### src/rtl/etcm_pkg.sv
// ----------------------------------------------------------------------------
// etcm_pkg
// Shared types and codes for the exon table coordinate mapper.
// ----------------------------------------------------------------------------
package etcm_pkg;

  // genome coordinate and transcript position widths
  localparam int COORD_W = 31;
  localparam int POS_W   = 32;

  // request operation codes
  typedef enum logic [1:0] {
    MODE_APPEND = 2'd0,
    MODE_CLEAR  = 2'd1,
    MODE_MAP    = 2'd2,
    MODE_SPLIT  = 2'd3
  } mode_t;

  // result segment kinds
  typedef enum logic [1:0] {
    KIND_UTR5 = 2'd0,
    KIND_CDS  = 2'd1,
    KIND_UTR3 = 2'd2,
    KIND_NONE = 2'd3
  } kind_t;

  // result status codes
  typedef enum logic [1:0] {
    ST_OK        = 2'd0,
    ST_FULL      = 2'd1,
    ST_UNMAPPED  = 2'd2
  } status_t;

  // sequencer states
  typedef enum logic [2:0] {
    S_IDLE,
    S_MAP_WALK,
    S_MAP_OUT,
    S_SPL_CLASS,
    S_SPL_EMIT
  } state_t;

  // placement of one exon against the lower and upper coding bounds
  typedef enum logic [2:0] {
    SPL_BELOW,
    SPL_ENTER,
    SPL_SPAN,
    SPL_INSIDE,
    SPL_ABOVE,
    SPL_LEAVE
  } split_case_t;

  // one exon table entry
  typedef struct packed {
    logic [COORD_W-1:0] first;
    logic [COORD_W-1:0] last;
  } exon_t;

endpackage

### src/rtl/etcm_in_if.sv
// ----------------------------------------------------------------------------
// etcm_in_if
// Request channel of the exon table coordinate mapper.
// ----------------------------------------------------------------------------
interface etcm_in_if;

  logic        valid;
  logic        ready;
  logic [1:0]  mode;
  logic [30:0] exon_first;
  logic [30:0] exon_last;
  logic [31:0] rna_position;
  logic [30:0] cds_start;
  logic [30:0] cds_stop;

  modport source (
    output valid, mode, exon_first, exon_last, rna_position, cds_start, cds_stop,
    input  ready
  );

  modport sink (
    input  valid, mode, exon_first, exon_last, rna_position, cds_start, cds_stop,
    output ready
  );

endinterface

### src/rtl/etcm_out_if.sv
// ----------------------------------------------------------------------------
// etcm_out_if
// Result channel of the exon table coordinate mapper.
// ----------------------------------------------------------------------------
interface etcm_out_if;

  logic        valid;
  logic        ready;
  logic [1:0]  kind;
  logic [30:0] seg_start;
  logic [31:0] seg_end;
  logic [31:0] mapped_pos;
  logic [1:0]  status;
  logic        last;

  modport source (
    output valid, kind, seg_start, seg_end, mapped_pos, status, last,
    input  ready
  );

  modport sink (
    input  valid, kind, seg_start, seg_end, mapped_pos, status, last,
    output ready
  );

endinterface

### src/rtl/etcm_table.sv
// ----------------------------------------------------------------------------
// etcm_table
// Exon interval store: one write port, one registered read port.
// ----------------------------------------------------------------------------
module etcm_table
  import etcm_pkg::*;
#(
  parameter  int DEPTH  = 16,
  localparam int ADDR_W = (DEPTH > 1) ? $clog2(DEPTH) : 1
) (
  input  logic              clk,
  input  logic              wr_en,
  input  logic [ADDR_W-1:0] wr_addr,
  input  exon_t             wr_data,
  input  logic              rd_en,
  input  logic [ADDR_W-1:0] rd_addr,
  output exon_t             rd_data
);

  exon_t mem_r [DEPTH];
  exon_t rd_data_r;

  // write port
  always_ff @(posedge clk) begin
    if (wr_en) begin
      mem_r[wr_addr] <= wr_data;
    end
  end

  // registered read port
  always_ff @(posedge clk) begin
    if (rd_en) begin
      rd_data_r <= mem_r[rd_addr];
    end
  end

  assign rd_data = rd_data_r;

endmodule

### src/rtl/exon_table_coordinate_mapper_core.sv
// ----------------------------------------------------------------------------
// exon_table_coordinate_mapper_core
// Exon table with append, clear, transcript-to-genome map and UTR/CDS split.
// ----------------------------------------------------------------------------
// Usage:
//   in_if carries one request per valid/ready handshake; mode picks append,
//   clear, map or split. out_if returns one or more results per request, the
//   final one flagged by last. cfg_we/cfg_wdata write the strand bit; the user
//   must do so only while no request is in flight; the block does not enforce this.
// Flow:
//   append, clear, and map or split on an empty table: result registered in the
//   cycle after the request. map: walks the exons in order through the table
//   read port (one entry a cycle), then loads the result from S_MAP_OUT.
//   split: per exon a classify state, then one emit step per segment,
//   up to three per exon. in_if.ready is low until the last result
//   of the current request has been loaded into the output register.
// Reset:
//   clears the exon count, strand and sequencer; table contents are left
//   as they are and never read before written.
// Stall:
//   a result waits in the output register while out_if.ready is low and the
//   sequencer holds in its result-loading states until the register frees.
// ----------------------------------------------------------------------------
module exon_table_coordinate_mapper_core
  import etcm_pkg::*;
#(
  parameter int MAX_EXONS = 16
) (
  input  logic        clk,
  input  logic        rst_n,
  input  logic        cfg_we,
  input  logic        cfg_wdata,
  etcm_in_if.sink     in_if,
  etcm_out_if.source  out_if
);

  localparam int CNT_W = $clog2(MAX_EXONS + 1);
  localparam int IDX_W = (MAX_EXONS > 1) ? $clog2(MAX_EXONS) : 1;
  localparam logic [CNT_W-1:0] MAX_CNT = CNT_W'(MAX_EXONS);
  localparam logic [CNT_W-1:0] ONE_CNT = CNT_W'(1);

  // control state
  state_t           state_r, state_nxt;
  logic [CNT_W-1:0] count_r, count_nxt;
  logic [CNT_W-1:0] k_r, k_nxt;
  logic [1:0]       phase_r, phase_nxt;
  logic             strand_r;

  // working registers
  logic [31:0]        pos_r;
  logic [31:0]        len_r, len_nxt;
  logic [31:0]        prev_r, prev_nxt;
  logic [COORD_W-1:0] base_r, base_nxt;
  logic [COORD_W-1:0] bound_a_r, bound_b_r;
  logic [COORD_W-1:0] f_r, f_nxt;
  logic [COORD_W-1:0] l_r, l_nxt;
  split_case_t        case_r, case_nxt;

  // output register
  logic               out_valid_r;
  kind_t              out_kind_r;
  logic [COORD_W-1:0] out_start_r;
  logic [31:0]        out_end_r;
  logic [31:0]        out_mapped_r;
  status_t            out_status_r;
  logic               out_last_r;

  // result being loaded
  logic               out_load;
  kind_t              ld_kind;
  logic [COORD_W-1:0] ld_start;
  logic [31:0]        ld_end;
  logic [31:0]        ld_mapped;
  status_t            ld_status;
  logic               ld_last;

  // table ports
  logic             wr_en;
  exon_t            wr_data;
  logic             rd_en;
  logic [IDX_W-1:0] rd_addr;
  exon_t            rd_data;

  logic out_free;
  logic in_accept;
  logic pos_gt_len;

  // split segment decode
  kind_t              kind_lo, kind_hi;
  logic [31:0]        a_m1, b_m1;
  logic [1:0]         last_phase;
  kind_t              seg_kind;
  logic [COORD_W-1:0] seg_start;
  logic [31:0]        seg_end;
  logic [CNT_W-1:0]   k_inc;
  logic [31:0]        span_len;

  etcm_table #(
    .DEPTH (MAX_EXONS)
  ) u_table (
    .clk     (clk),
    .wr_en   (wr_en),
    .wr_addr (count_r[IDX_W-1:0]),
    .wr_data (wr_data),
    .rd_en   (rd_en),
    .rd_addr (rd_addr),
    .rd_data (rd_data)
  );

  assign out_free   = !out_valid_r || out_if.ready;
  assign in_if.ready = (state_r == S_IDLE) && out_free;
  assign in_accept  = in_if.valid && in_if.ready;
  assign wr_data    = '{first: in_if.exon_first, last: in_if.exon_last};
  assign pos_gt_len = $signed(pos_r) > $signed(len_r);
  assign k_inc      = k_r + ONE_CNT;
  assign span_len   = {1'b0, rd_data.last} - {1'b0, rd_data.first} + 32'd1;

  // segment bounds and kinds by strand
  assign kind_lo = strand_r ? KIND_UTR3 : KIND_UTR5;
  assign kind_hi = strand_r ? KIND_UTR5 : KIND_UTR3;
  assign a_m1    = {1'b0, bound_a_r} - 32'd1;
  assign b_m1    = {1'b0, bound_b_r} - 32'd1;

  // current segment of the exon under split
  always_comb begin
    last_phase = 2'd0;
    seg_kind   = KIND_CDS;
    seg_start  = f_r;
    seg_end    = {1'b0, l_r};
    case (case_r)
      SPL_BELOW: begin
        seg_kind = kind_lo;
      end
      SPL_ENTER: begin
        last_phase = 2'd1;
        if (phase_r == 2'd0) begin
          seg_kind = kind_lo;
          seg_end  = a_m1;
        end else begin
          seg_start = bound_a_r;
        end
      end
      SPL_SPAN: begin
        last_phase = 2'd2;
        if (phase_r == 2'd0) begin
          seg_kind = kind_lo;
          seg_end  = a_m1;
        end else if (phase_r == 2'd1) begin
          seg_start = bound_a_r;
          seg_end   = b_m1;
        end else begin
          seg_kind  = kind_hi;
          seg_start = bound_b_r;
        end
      end
      SPL_INSIDE: begin
        seg_kind = KIND_CDS;
      end
      SPL_ABOVE: begin
        seg_kind = kind_hi;
      end
      SPL_LEAVE: begin
        last_phase = 2'd1;
        if (phase_r == 2'd0) begin
          seg_end = b_m1;
        end else begin
          seg_kind  = kind_hi;
          seg_start = bound_b_r;
        end
      end
      default: begin
        seg_kind = KIND_NONE;
      end
    endcase
  end

  // sequencer: next state, table access and result load
  always_comb begin
    state_nxt = state_r;
    count_nxt = count_r;
    k_nxt     = k_r;
    phase_nxt = phase_r;
    len_nxt   = len_r;
    prev_nxt  = prev_r;
    base_nxt  = base_r;
    f_nxt     = f_r;
    l_nxt     = l_r;
    case_nxt  = case_r;
    wr_en     = 1'b0;
    rd_en     = 1'b0;
    rd_addr   = k_r[IDX_W-1:0];
    out_load  = 1'b0;
    ld_kind   = KIND_NONE;
    ld_start  = '0;
    ld_end    = '0;
    ld_mapped = '0;
    ld_status = ST_OK;
    ld_last   = 1'b1;

    unique case (state_r)
      S_IDLE: begin
        if (in_accept) begin
          unique case (mode_t'(in_if.mode))
            MODE_APPEND: begin
              out_load = 1'b1;
              if (count_r < MAX_CNT) begin
                wr_en     = 1'b1;
                count_nxt = count_r + ONE_CNT;
              end else begin
                ld_status = ST_FULL;
              end
            end
            MODE_CLEAR: begin
              out_load  = 1'b1;
              count_nxt = '0;
            end
            MODE_MAP: begin
              if (count_r == '0) begin
                out_load  = 1'b1;
                ld_status = ST_UNMAPPED;
              end else begin
                rd_en     = 1'b1;
                rd_addr   = '0;
                k_nxt     = '0;
                len_nxt   = '0;
                prev_nxt  = '0;
                state_nxt = S_MAP_WALK;
              end
            end
            MODE_SPLIT: begin
              if (count_r == '0) begin
                out_load = 1'b1;
              end else begin
                rd_en     = 1'b1;
                rd_addr   = '0;
                k_nxt     = '0;
                state_nxt = S_SPL_CLASS;
              end
            end
            default: begin
              out_load = 1'b1;
            end
          endcase
        end
      end

      // one exon per cycle: accumulate transcript length while below position
      S_MAP_WALK: begin
        if (pos_gt_len && (k_r < count_r)) begin
          prev_nxt = len_r;
          len_nxt  = len_r + span_len;
          base_nxt = rd_data.first;
          k_nxt    = k_inc;
          if (k_inc < count_r) begin
            rd_en   = 1'b1;
            rd_addr = k_inc[IDX_W-1:0];
          end
        end else begin
          if (k_r == '0) begin
            base_nxt = rd_data.first;
          end
          state_nxt = S_MAP_OUT;
        end
      end

      // offset into the found exon, or unmapped past the transcript end
      S_MAP_OUT: begin
        if (out_free) begin
          out_load  = 1'b1;
          state_nxt = S_IDLE;
          if (pos_gt_len) begin
            ld_status = ST_UNMAPPED;
          end else begin
            ld_mapped = pos_r - prev_r + {1'b0, base_r};
          end
        end
      end

      // place the exon against the coding bounds
      S_SPL_CLASS: begin
        f_nxt     = rd_data.first;
        l_nxt     = rd_data.last;
        phase_nxt = 2'd0;
        state_nxt = S_SPL_EMIT;
        if (rd_data.last < bound_a_r) begin
          case_nxt = SPL_BELOW;
        end else if ((rd_data.first < bound_a_r) && (rd_data.last < bound_b_r)) begin
          case_nxt = SPL_ENTER;
        end else if (rd_data.first < bound_a_r) begin
          case_nxt = SPL_SPAN;
        end else if (rd_data.last < bound_b_r) begin
          case_nxt = SPL_INSIDE;
        end else if (rd_data.first >= bound_b_r) begin
          case_nxt = SPL_ABOVE;
        end else begin
          case_nxt = SPL_LEAVE;
        end
      end

      // one segment per cycle while the output register is free, then on to the next exon
      S_SPL_EMIT: begin
        if (out_free) begin
          out_load = 1'b1;
          ld_kind  = seg_kind;
          ld_start = seg_start;
          ld_end   = seg_end;
          ld_last  = (phase_r == last_phase) && (k_inc == count_r);
          if (phase_r == last_phase) begin
            if (k_inc < count_r) begin
              rd_en     = 1'b1;
              rd_addr   = k_inc[IDX_W-1:0];
              k_nxt     = k_inc;
              state_nxt = S_SPL_CLASS;
            end else begin
              state_nxt = S_IDLE;
            end
          end else begin
            phase_nxt = phase_r + 2'd1;
          end
        end
      end

      default: begin
        state_nxt = S_IDLE;
      end
    endcase
  end

  // control registers
  always_ff @(posedge clk) begin
    if (!rst_n) begin
      state_r     <= S_IDLE;
      count_r     <= '0;
      k_r         <= '0;
      phase_r     <= 2'd0;
      strand_r    <= 1'b0;
      out_valid_r <= 1'b0;
    end else begin
      state_r  <= state_nxt;
      count_r  <= count_nxt;
      k_r      <= k_nxt;
      phase_r  <= phase_nxt;
      if (cfg_we) begin
        strand_r <= cfg_wdata;
      end
      if (out_load) begin
        out_valid_r <= 1'b1;
      end else if (out_if.ready) begin
        out_valid_r <= 1'b0;
      end
    end
  end

  // working registers
  always_ff @(posedge clk) begin
    len_r  <= len_nxt;
    prev_r <= prev_nxt;
    base_r <= base_nxt;
    f_r    <= f_nxt;
    l_r    <= l_nxt;
    case_r <= case_nxt;
    if (in_accept) begin
      pos_r     <= in_if.rna_position;
      bound_a_r <= strand_r ? in_if.cds_stop : in_if.cds_start;
      bound_b_r <= strand_r ? in_if.cds_start : in_if.cds_stop;
    end
  end

  // output payload
  always_ff @(posedge clk) begin
    if (out_load) begin
      out_kind_r   <= ld_kind;
      out_start_r  <= ld_start;
      out_end_r    <= ld_end;
      out_mapped_r <= ld_mapped;
      out_status_r <= ld_status;
      out_last_r   <= ld_last;
    end
  end

  assign out_if.valid      = out_valid_r;
  assign out_if.kind       = out_kind_r;
  assign out_if.seg_start  = out_start_r;
  assign out_if.seg_end    = out_end_r;
  assign out_if.mapped_pos = out_mapped_r;
  assign out_if.status     = out_status_r;
  assign out_if.last       = out_last_r;

endmodule
### src/flat_wrapper.sv
// flat-port wrapper written by rule: the top's interface ports become plain ports
module exon_table_coordinate_mapper_core_flat import etcm_pkg::*;
#(
  parameter int MAX_EXONS = 16
)
  (clk, rst_n, cfg_we, cfg_wdata, in_if_valid, in_if_mode, in_if_exon_first, in_if_exon_last, in_if_rna_position, in_if_cds_start, in_if_cds_stop, in_if_ready, out_if_valid, out_if_kind, out_if_seg_start, out_if_seg_end, out_if_mapped_pos, out_if_status, out_if_last, out_if_ready);
  etcm_in_if in_if_i ();
  etcm_out_if out_if_i ();
  input  logic clk;
  input  logic rst_n;
  input  logic cfg_we;
  input  logic cfg_wdata;
  input wire logic [$bits(in_if_i.valid)-1:0] in_if_valid;
  input wire logic [$bits(in_if_i.mode)-1:0] in_if_mode;
  input wire logic [$bits(in_if_i.exon_first)-1:0] in_if_exon_first;
  input wire logic [$bits(in_if_i.exon_last)-1:0] in_if_exon_last;
  input wire logic [$bits(in_if_i.rna_position)-1:0] in_if_rna_position;
  input wire logic [$bits(in_if_i.cds_start)-1:0] in_if_cds_start;
  input wire logic [$bits(in_if_i.cds_stop)-1:0] in_if_cds_stop;
  output wire logic [$bits(in_if_i.ready)-1:0] in_if_ready;
  output wire logic [$bits(out_if_i.valid)-1:0] out_if_valid;
  output wire logic [$bits(out_if_i.kind)-1:0] out_if_kind;
  output wire logic [$bits(out_if_i.seg_start)-1:0] out_if_seg_start;
  output wire logic [$bits(out_if_i.seg_end)-1:0] out_if_seg_end;
  output wire logic [$bits(out_if_i.mapped_pos)-1:0] out_if_mapped_pos;
  output wire logic [$bits(out_if_i.status)-1:0] out_if_status;
  output wire logic [$bits(out_if_i.last)-1:0] out_if_last;
  input wire logic [$bits(out_if_i.ready)-1:0] out_if_ready;
  assign in_if_i.valid = in_if_valid;
  assign in_if_i.mode = in_if_mode;
  assign in_if_i.exon_first = in_if_exon_first;
  assign in_if_i.exon_last = in_if_exon_last;
  assign in_if_i.rna_position = in_if_rna_position;
  assign in_if_i.cds_start = in_if_cds_start;
  assign in_if_i.cds_stop = in_if_cds_stop;
  assign in_if_ready = in_if_i.ready;
  assign out_if_valid = out_if_i.valid;
  assign out_if_kind = out_if_i.kind;
  assign out_if_seg_start = out_if_i.seg_start;
  assign out_if_seg_end = out_if_i.seg_end;
  assign out_if_mapped_pos = out_if_i.mapped_pos;
  assign out_if_status = out_if_i.status;
  assign out_if_last = out_if_i.last;
  assign out_if_i.ready = out_if_ready;
  exon_table_coordinate_mapper_core #(.MAX_EXONS(MAX_EXONS)) u_core (.clk(clk), .rst_n(rst_n), .cfg_we(cfg_we), .cfg_wdata(cfg_wdata), .in_if(in_if_i), .out_if(out_if_i));
endmodule
### config.mk
export PLATFORM = sky130hd
export DESIGN_NAME = exon_table_coordinate_mapper_core_flat
export DESIGN_NICKNAME = d
export VERILOG_FILES = /design/src/rtl/etcm_pkg.sv /design/src/rtl/etcm_in_if.sv /design/src/rtl/etcm_out_if.sv /design/src/rtl/etcm_table.sv /design/src/rtl/exon_table_coordinate_mapper_core.sv /design/src/flat_wrapper.sv
export SDC_FILE = /design/constraint.sdc
export NUM_CORES = 2
export LEC_CHECK = 0
export ABC_AREA = 1
export BUFFER_PORTS_ARGS = -buffer_cell sky130_fd_sc_hd__buf_2
export CAP_MARGIN = 0
export CORE_MARGIN = 5
export CORE_UTILIZATION = 30
export CTS_BUF_LIST = sky130_fd_sc_hd__clkbuf_4
export CTS_CLUSTER_SIZE = 28
export DETAILED_ROUTE_END_ITERATION = 8
export PLACE_DENSITY = 0.52
export SYNTH_ARGS = -nofsm -noshare
export SYNTH_HDL_FRONTEND = slang
export SYNTH_SLANG_ARGS = --single-unit
### constraint.sdc
create_clock -name clk -period 10.9 [get_ports clk]
set_input_delay 2.18 -clock clk [delete_from_list [all_inputs] [get_ports clk]]
set_output_delay 2.18 -clock clk [all_outputs]
set_load 0.03 [all_outputs]
### After elaboration in Yosys (flattened, before gate mapping)

Memories as Yosys holds them, arrays and structs flattened. A register that Yosys moved wholly into a read port is not among the register bits.
Index checks and enable logic that the tools add are counted.

* input port bits: 164
* bits in writable memories: 992
* bits in registers: 371
* output and inout port bits: 102
* memories: 1
* logic and storage cells: 199

* reductions and logical operators: 33
* equal/unequal tests: 30
* add/sub/neg operators: 10
* bitwise logic cells: 2
* muxes and demuxes: 92
* order comparisons: 8

Memory list
* u_core.u_table.mem_r: depth 16, width 62, rd ports 1, clocked after memory_dff 1, write ports 1, RTL line etcm_table.sv:20 `exon_t mem_r [DEPTH];`

Operators with widths (count)
* 2-to-1 mux 32 bit: 9
* 2-to-1 mux 31 bit: 8
* case mux 32 bit (2 select lines): 2
* case mux 32 bit (3 select lines): 1
* less-than comparator 31 bit: 3
* case mux 31 bit (3 select lines): 1
* subtractor 31 x 1 -> 32 bit, second input constant: 2
* 2-to-1 mux 5 bit: 8
* adder 32 x 1 -> 32 bit, second input constant: 1
* adder 32 x 31 -> 32 bit: 1
* adder 32 bit: 1
* > comparator 32 bit: 1
* subtractor 31 x 31 -> 32 bit: 1
* subtractor 32 bit: 1
* >= comparator 31 bit: 1
* 2-to-1 mux 2 bit: 15
* 2-to-1 mux 4 bit: 7
* 2-to-1 mux 1 bit: 21
* 2-to-1 mux 3 bit: 7
* case mux 2 bit (2 select lines): 4
* AND reduction 8 bit: 2
* case mux 3 bit (5 select lines): 1
* case mux 5 bit (3 select lines): 1
* inequality test 2 x 1 -> 1 bit, second input constant: 7
* 35 further kinds: 69

### Logic depth before layout (Yosys ltp)

* depth after elaboration: 8
* depth in mapped cells: 27
* mapped depth without buffers: 25

### Hierarchy

A second synthesis with hierarchy kept.

* cell total of the unflattened synthesis: 7098
* area total of the unflattened synthesis: 70423.8 um2

Modules (own cells, without submodules)
* etcm_table: instances 1, area an instance 44189.9 um2, cells an instance 4079
* exon_table_coordinate_mapper_core: instances 1, area an instance 26233.9 um2, cells an instance 3019

### Least setup slack after synthesis

Ideal clock, no wire load.

* path type: input to register
* start point: input out_if_ready
* end point: register u_core.out_kind_r[0], in the netlist u_core.out_if.kind[0], enable pin
* library setup time: 477 ps
* setup slack: 3118 ps
* arrival time: 7305 ps
* required time: 10423 ps
* cell stages on the path: 8
* cells stage by stage: inv_1 > nand2_1 > inv_1 > nor2_4 > nand2_2 > inv_1 > o21ai_0 > nand3_1

* longest elaborated chain between the ends: 5
* elaborated cells on any way between the ends: 6
* those cells by class: mux: 3; reduce/logical: 3

RTL lines
* start: declaration: RTL line flat_wrapper.sv:28 `input wire logic [$bits(out_if_i.ready)-1:0] out_if_ready;`
* logical OR 1 bit: RTL line exon_table_coordinate_mapper_core.sv:110 `assign out_free = !out_valid_r || out_if.ready;`
* logical AND 1 bit: RTL line exon_table_coordinate_mapper_core.sv:111 `assign in_if.ready = (state_r == S_IDLE) && out_free;`
* net in_if_ready: RTL line flat_wrapper.sv:20 `output wire logic [$bits(in_if_i.ready)-1:0] in_if_ready;`
* logical AND 1 bit: RTL line exon_table_coordinate_mapper_core.sv:112 `assign in_accept = in_if.valid && in_if.ready;`
* net u_core.in_accept: RTL line exon_table_coordinate_mapper_core.sv:85 `logic in_accept;`
* 2-to-1 mux 1 bit: RTL line exon_table_coordinate_mapper_core.sv:202 `if (in_accept) begin`
* case mux 1 bit (2 select lines): RTL line exon_table_coordinate_mapper_core.sv:200 `unique case (state_r)`
* net u_core.out_load: RTL line exon_table_coordinate_mapper_core.sv:69 `logic out_load;`
* end signal: assignment: RTL line exon_table_coordinate_mapper_core.sv:372 `out_kind_r <= ld_kind;`
* end: declaration: RTL line exon_table_coordinate_mapper_core.sv:61 `kind_t out_kind_r;`

The timed path passes the listed nets, and every way through them passes these cells.
A chain may end at the register's enable or synchronous reset.

### Worst setup path in the final report

* start point: register u_core.pos_r[31]
* end point: register u_core.u_table.rd_data[16] (netlist name)

* longest elaborated chain between the ends: 4
* elaborated cells on any way between the ends: 6
* those cells by class: order compare: 1; mux: 4; reduce/logical: 1

RTL lines
* start: declaration: RTL line exon_table_coordinate_mapper_core.sv:50 `logic [31:0] pos_r;`
* start signal: assignment: RTL line exon_table_coordinate_mapper_core.sv:363 `pos_r <= in_if.rna_position;`
* > comparator 32 bit *: RTL line exon_table_coordinate_mapper_core.sv:114 `assign pos_gt_len = $signed(pos_r) > $signed(len_r);`
* logical AND 1 bit *: RTL line exon_table_coordinate_mapper_core.sv:249 `if (pos_gt_len && (k_r < count_r)) begin`
* 2-to-1 mux 4 bit / 2-to-1 mux 1 bit (equally long branches): RTL line exon_table_coordinate_mapper_core.sv:249
* case mux 4 bit (3 select lines) / case mux 1 bit (3 select lines) (equally long branches): RTL line exon_table_coordinate_mapper_core.sv:200

Every way passes the cells marked *; elsewhere a longest branch is shown, timed or not.

==> metrics.csv <==
stage,metric,value,unit
status,run status,completed,
cts,Worst-path clk slew,0.07,ns
synthesis,cell area after synthesis,70300,um^2
finish,Layout Cells excl Fill,10600,
detailed_routing,WL met2,105,mm
sta,hold slack,0.478,ns
worst_hold_path,HP Start,u_core.phase_r[1],
synthesis,Synth Area in Adders,6.02,%
worst_setup_path,RR Startpoint,u_core.pos_r[31],
sta,Final setup viols,0,
synthesis,Syn Area/Cell,10.4,um^2
worst_setup_path,worst-path maximum fanout,104,
cts,CTS Sinks,1425,
synthesis,Yosys top cell area share,60.2,%
sta,FMAX,174,MHz
synthesis,ys flop type,edfxtp_1,
global_route,Total Routing Usage GR,18.1,%
synthesis,Synth Warn #,0,
detailed_routing,wl on met1,98.4,mm
global_route,first-pass GRT wire length,331,mm
floorplanning,Std-Cell Core Area,233000,um^2
cts,clock buffer depth,4,
synthesis,Synth area leader,edfxtp_1,
synthesis,Mapped Cells,6775,
floorplanning,Die W,494,um
synthesis,Post-synth ARST share,0,%
synthesis,sequential area share after synthesis,60.6,%
synthesis,ranking of synthesized cells by area,"edfxtp_1 60%, nand3_1 8.5%, inv_1 6.4%, nand2_1 5.8%, ha_1 4.3%",
sta,Slew HR,16.0,%
job,max-cap viol count,0,
detailed_routing,top layer in use,met5,
cts,setup bufs post-CTS,0,
place,Placed Cells,9931,
sta,Final Max Slew Viols,0,
worst_setup_path,CP Class,register to register,
worst_setup_path,endpoint class of the critical path,register,
pwr,PnR Total Power,12.9,mW
synthesis,most frequent cell after synthesis,edfxtp_1,
synthesis,Synth cell types,58,
global_route,vias in the first global route,49400,
cts,Root Driver,clkbuf_4,
detailed_routing,WL/cell,21.5,um
cts,Inserted Clock Buffers,399,
global_route,largest net degree at the start of global routing,202,
worst_setup_path,CP arrival,6.93,ns
pwr,Power Density,162,nW/um^2
sta,Final Hold Fails,0,
place,RePlAce Congestion,0.924,
floorplanning,initial core utilization,30.2,%
sta,Setup Skew,0.140,ns
synthesis,mux contribution to synthesized area,0,%
synthesis,Synth Register Bits,1425,
synthesis,post-synthesis simple-gate area fraction,18.6,%
worst_setup_path,reg2reg path depth,17,
synthesis,largest family of logic cells by synthesized area,simple AND/OR/NAND/NOR gates,
place,number of port buffers,265,
detailed_routing,final WL,228,mm
cts,CTS H-Tree Depth,5,
place,dpl hpwl,142,mm
pwr,worst vdd ir,0.0923,mV
finish,nets,7665,
detailed_routing,Post-route DRC,0,
sta,"Min Clock Period, post-route",5.75,ns
detailed_routing,First-pass DRT Iterations,6,
sta,Slew @ Worst Pin,1.26,ns
floorplanning,Top Ports,266,
cts,Post-CTS Resized,0,
worst_hold_path,Hold Crit Depth,2,
cts,clock latency on the worst-skew pair,1.35,ns
detailed_routing,Routed Antenna Nets,0,
synthesis,Synthesized Nets,7240,
pwr,Leakage,33.2,nW
synthesis,compound-gate portion of the synthesized area,5.45,%
cts,CTS tree,done,
synthesis,"EDFF count, synth",1408,
detailed_routing,initial drt markers,4264,
sta,final setup TNS,0,ns
sta,fin crit share,52.7,%
detailed_routing,met3 wire length,16.0,mm
worst_setup_path,"Req. time, crit path",12.09,ns
worst_setup_path,critical path startpoint,u_core.pos_r[31],
finish,Layout Area Growth over Synthesis,13.4,%
synthesis,Post-Synth XOR/XNOR Area,0.660,%
finish,layout cells sized above 1,13.5,%
floorplanning,# rows,177,
worst_hold_path,hold crit path type,register to register,
worst_setup_path,Critical Path Start Type,register,
global_route,initial antenna violation count,47,
floorplanning,Die Y,494,um
synthesis,Commonest cells post-synth,"1408 x edfxtp_1, 1204 x inv_1, 1190 x nand3_1, 1077 x nand2_1, 256 x a21oi_1",
cts,hold buffer count at CTS,0,
global_route,Congestion Overflow GR,0,
floorplanning,die area,244000,um^2
detailed_routing,vias after detailed routing,51400,
detailed_routing,vias per cell,4.84,
sta,RSZ-0062 raised after global routing,false,
==> cell usage in the layout (no fill, tap or decap), types with 5 or more instances in the layout <==
master     netlist  routed
edfxtp_1      1408    1408
inv_1         1204    1202
nand3_1       1190    1189
nand2_1       1077    1075
clkbuf_4         0     571
buf_2          135     265
a21oi_1        256     252
ha_1           239     238
nor2_1         230     212
nand3b_1       190     190
o21ai_0        179     179
clkinv_1         2      84
buf_4           16      72
fa_1            62      62
o211ai_1        49      49
xor2_1          48      48
nand4_1         40      40
o221ai_1        36      36
nor3_1          33      32
o21a_1          22      22
nor2_4           1      19
a31oi_1         19      19
diode_2          0      18
inv_2           13      18
or2_2           16      16
dfxtp_1         17      16
o22ai_1         15      15
a211oi_1        12      12
nor4_1           8       8
o21bai_1         8       8
o31ai_1          8       8
o2111ai_1        7       7
a21o_1           7       6
o21ai_1          6       6
nor3_2           4       5
xnor2_1          5       5
==> flip-flops by register name (all words and copies together) (netlist names), 31 cells and up <==
name and cells:
u_core.base_r 31, u_core.bound_a_r 31, u_core.bound_b_r 31, u_core.f_r 31, u_core.l_r 31, u_core.len_r 32
u_core.out_if.mapped_pos 32, u_core.out_if.seg_end 32, u_core.out_if.seg_start 31, u_core.pos_r 32, u_core.prev_r 32, u_core.u_table.mem_r 992
u_core.u_table.rd_data 62
==> worst max-delay path, cell delays in order, from the launching register on <==
cell and delay (ns):
edfxtp_1 0.47, ha_1 0.51, nand2_1 0.16, nor3_2 0.29, and3_1 0.33, nand2_1 0.10
nand3_1 0.16, nand4_1 0.30, nand2_1 0.20, nand2_1 0.15, nand2_1 0.19, nand2_8 0.29
inv_8 0.77, buf_4 0.96, nand3_1 0.20, nand3_1 0.14, nand3_1 0.10, nand2_1 0.09
==> metrics by stage <==
| step | area (um^2) | utilization, % | setup WS (ns) |
|---|---|---|---|
| 2_1_floorplan | 70300 | - | 3.12 |
| 3_3_place_gp | 74900 | 32.2 | 3.87 |
| 3_5_place_dp | 74900 | 32.2 | 3.83 |
| 4_1_cts | 79600 | 34.2 | 5.10 |
| 5_1_grt | 79700 | 34.2 | 4.89 |
| 6_report | 79700 | 34.2 | 5.15 |
==> power breakdown <==
part           internal, mW  switching [mW]  total (mW)
sequential             6.21           0.143        6.36
combinational         0.548            1.38        1.92
clock                  2.42            2.24        4.66
total                  9.18            3.76        12.9
==> path summary, 6_finish.rpt <==
kind | slack, ns | to
worst max-delay path | 5.15 | u_core.u_table.rd_data[16]
worst min-delay path | 0.48 | u_core.phase_r[1]
worst max register to register | 5.15 | u_core.u_table.rd_data[16]
worst min register to register | 0.48 | u_core.phase_r[1]
==> kinds of logic (layout without fill, tap and decap cells) <==
logic type / count (synthesis) / count (layout)
compound gates: 652 / 652
fa+ha+maj: 301 / 301
simple gates: 2808 / 2808
buf+inv: 1536 / 2227
other cells: 0 / 18
flops: 1425 / 1425
xor+xnor: 53 / 53
==> layer usage <==
metal  track usage [%]  vias up
li1                  -    24200
met1              23.9    24800
met2              29.2     1945
met3              3.96      447
met4              6.85       16
met5                 0        -
==> area by class of cell <==
type                       instances  area [um^2]
tap                             3132         3920
antenna                           18         45.0
clock inverter                    96          428
timing repair buffer             341         1950
sequential                      1425        42600
clock buffer                     571         4290
inverter                        1219         4590
multi-input combinational       3814        21800
fill                           23700       153000
Note: power is estimated with default switching activity, not from simulation.
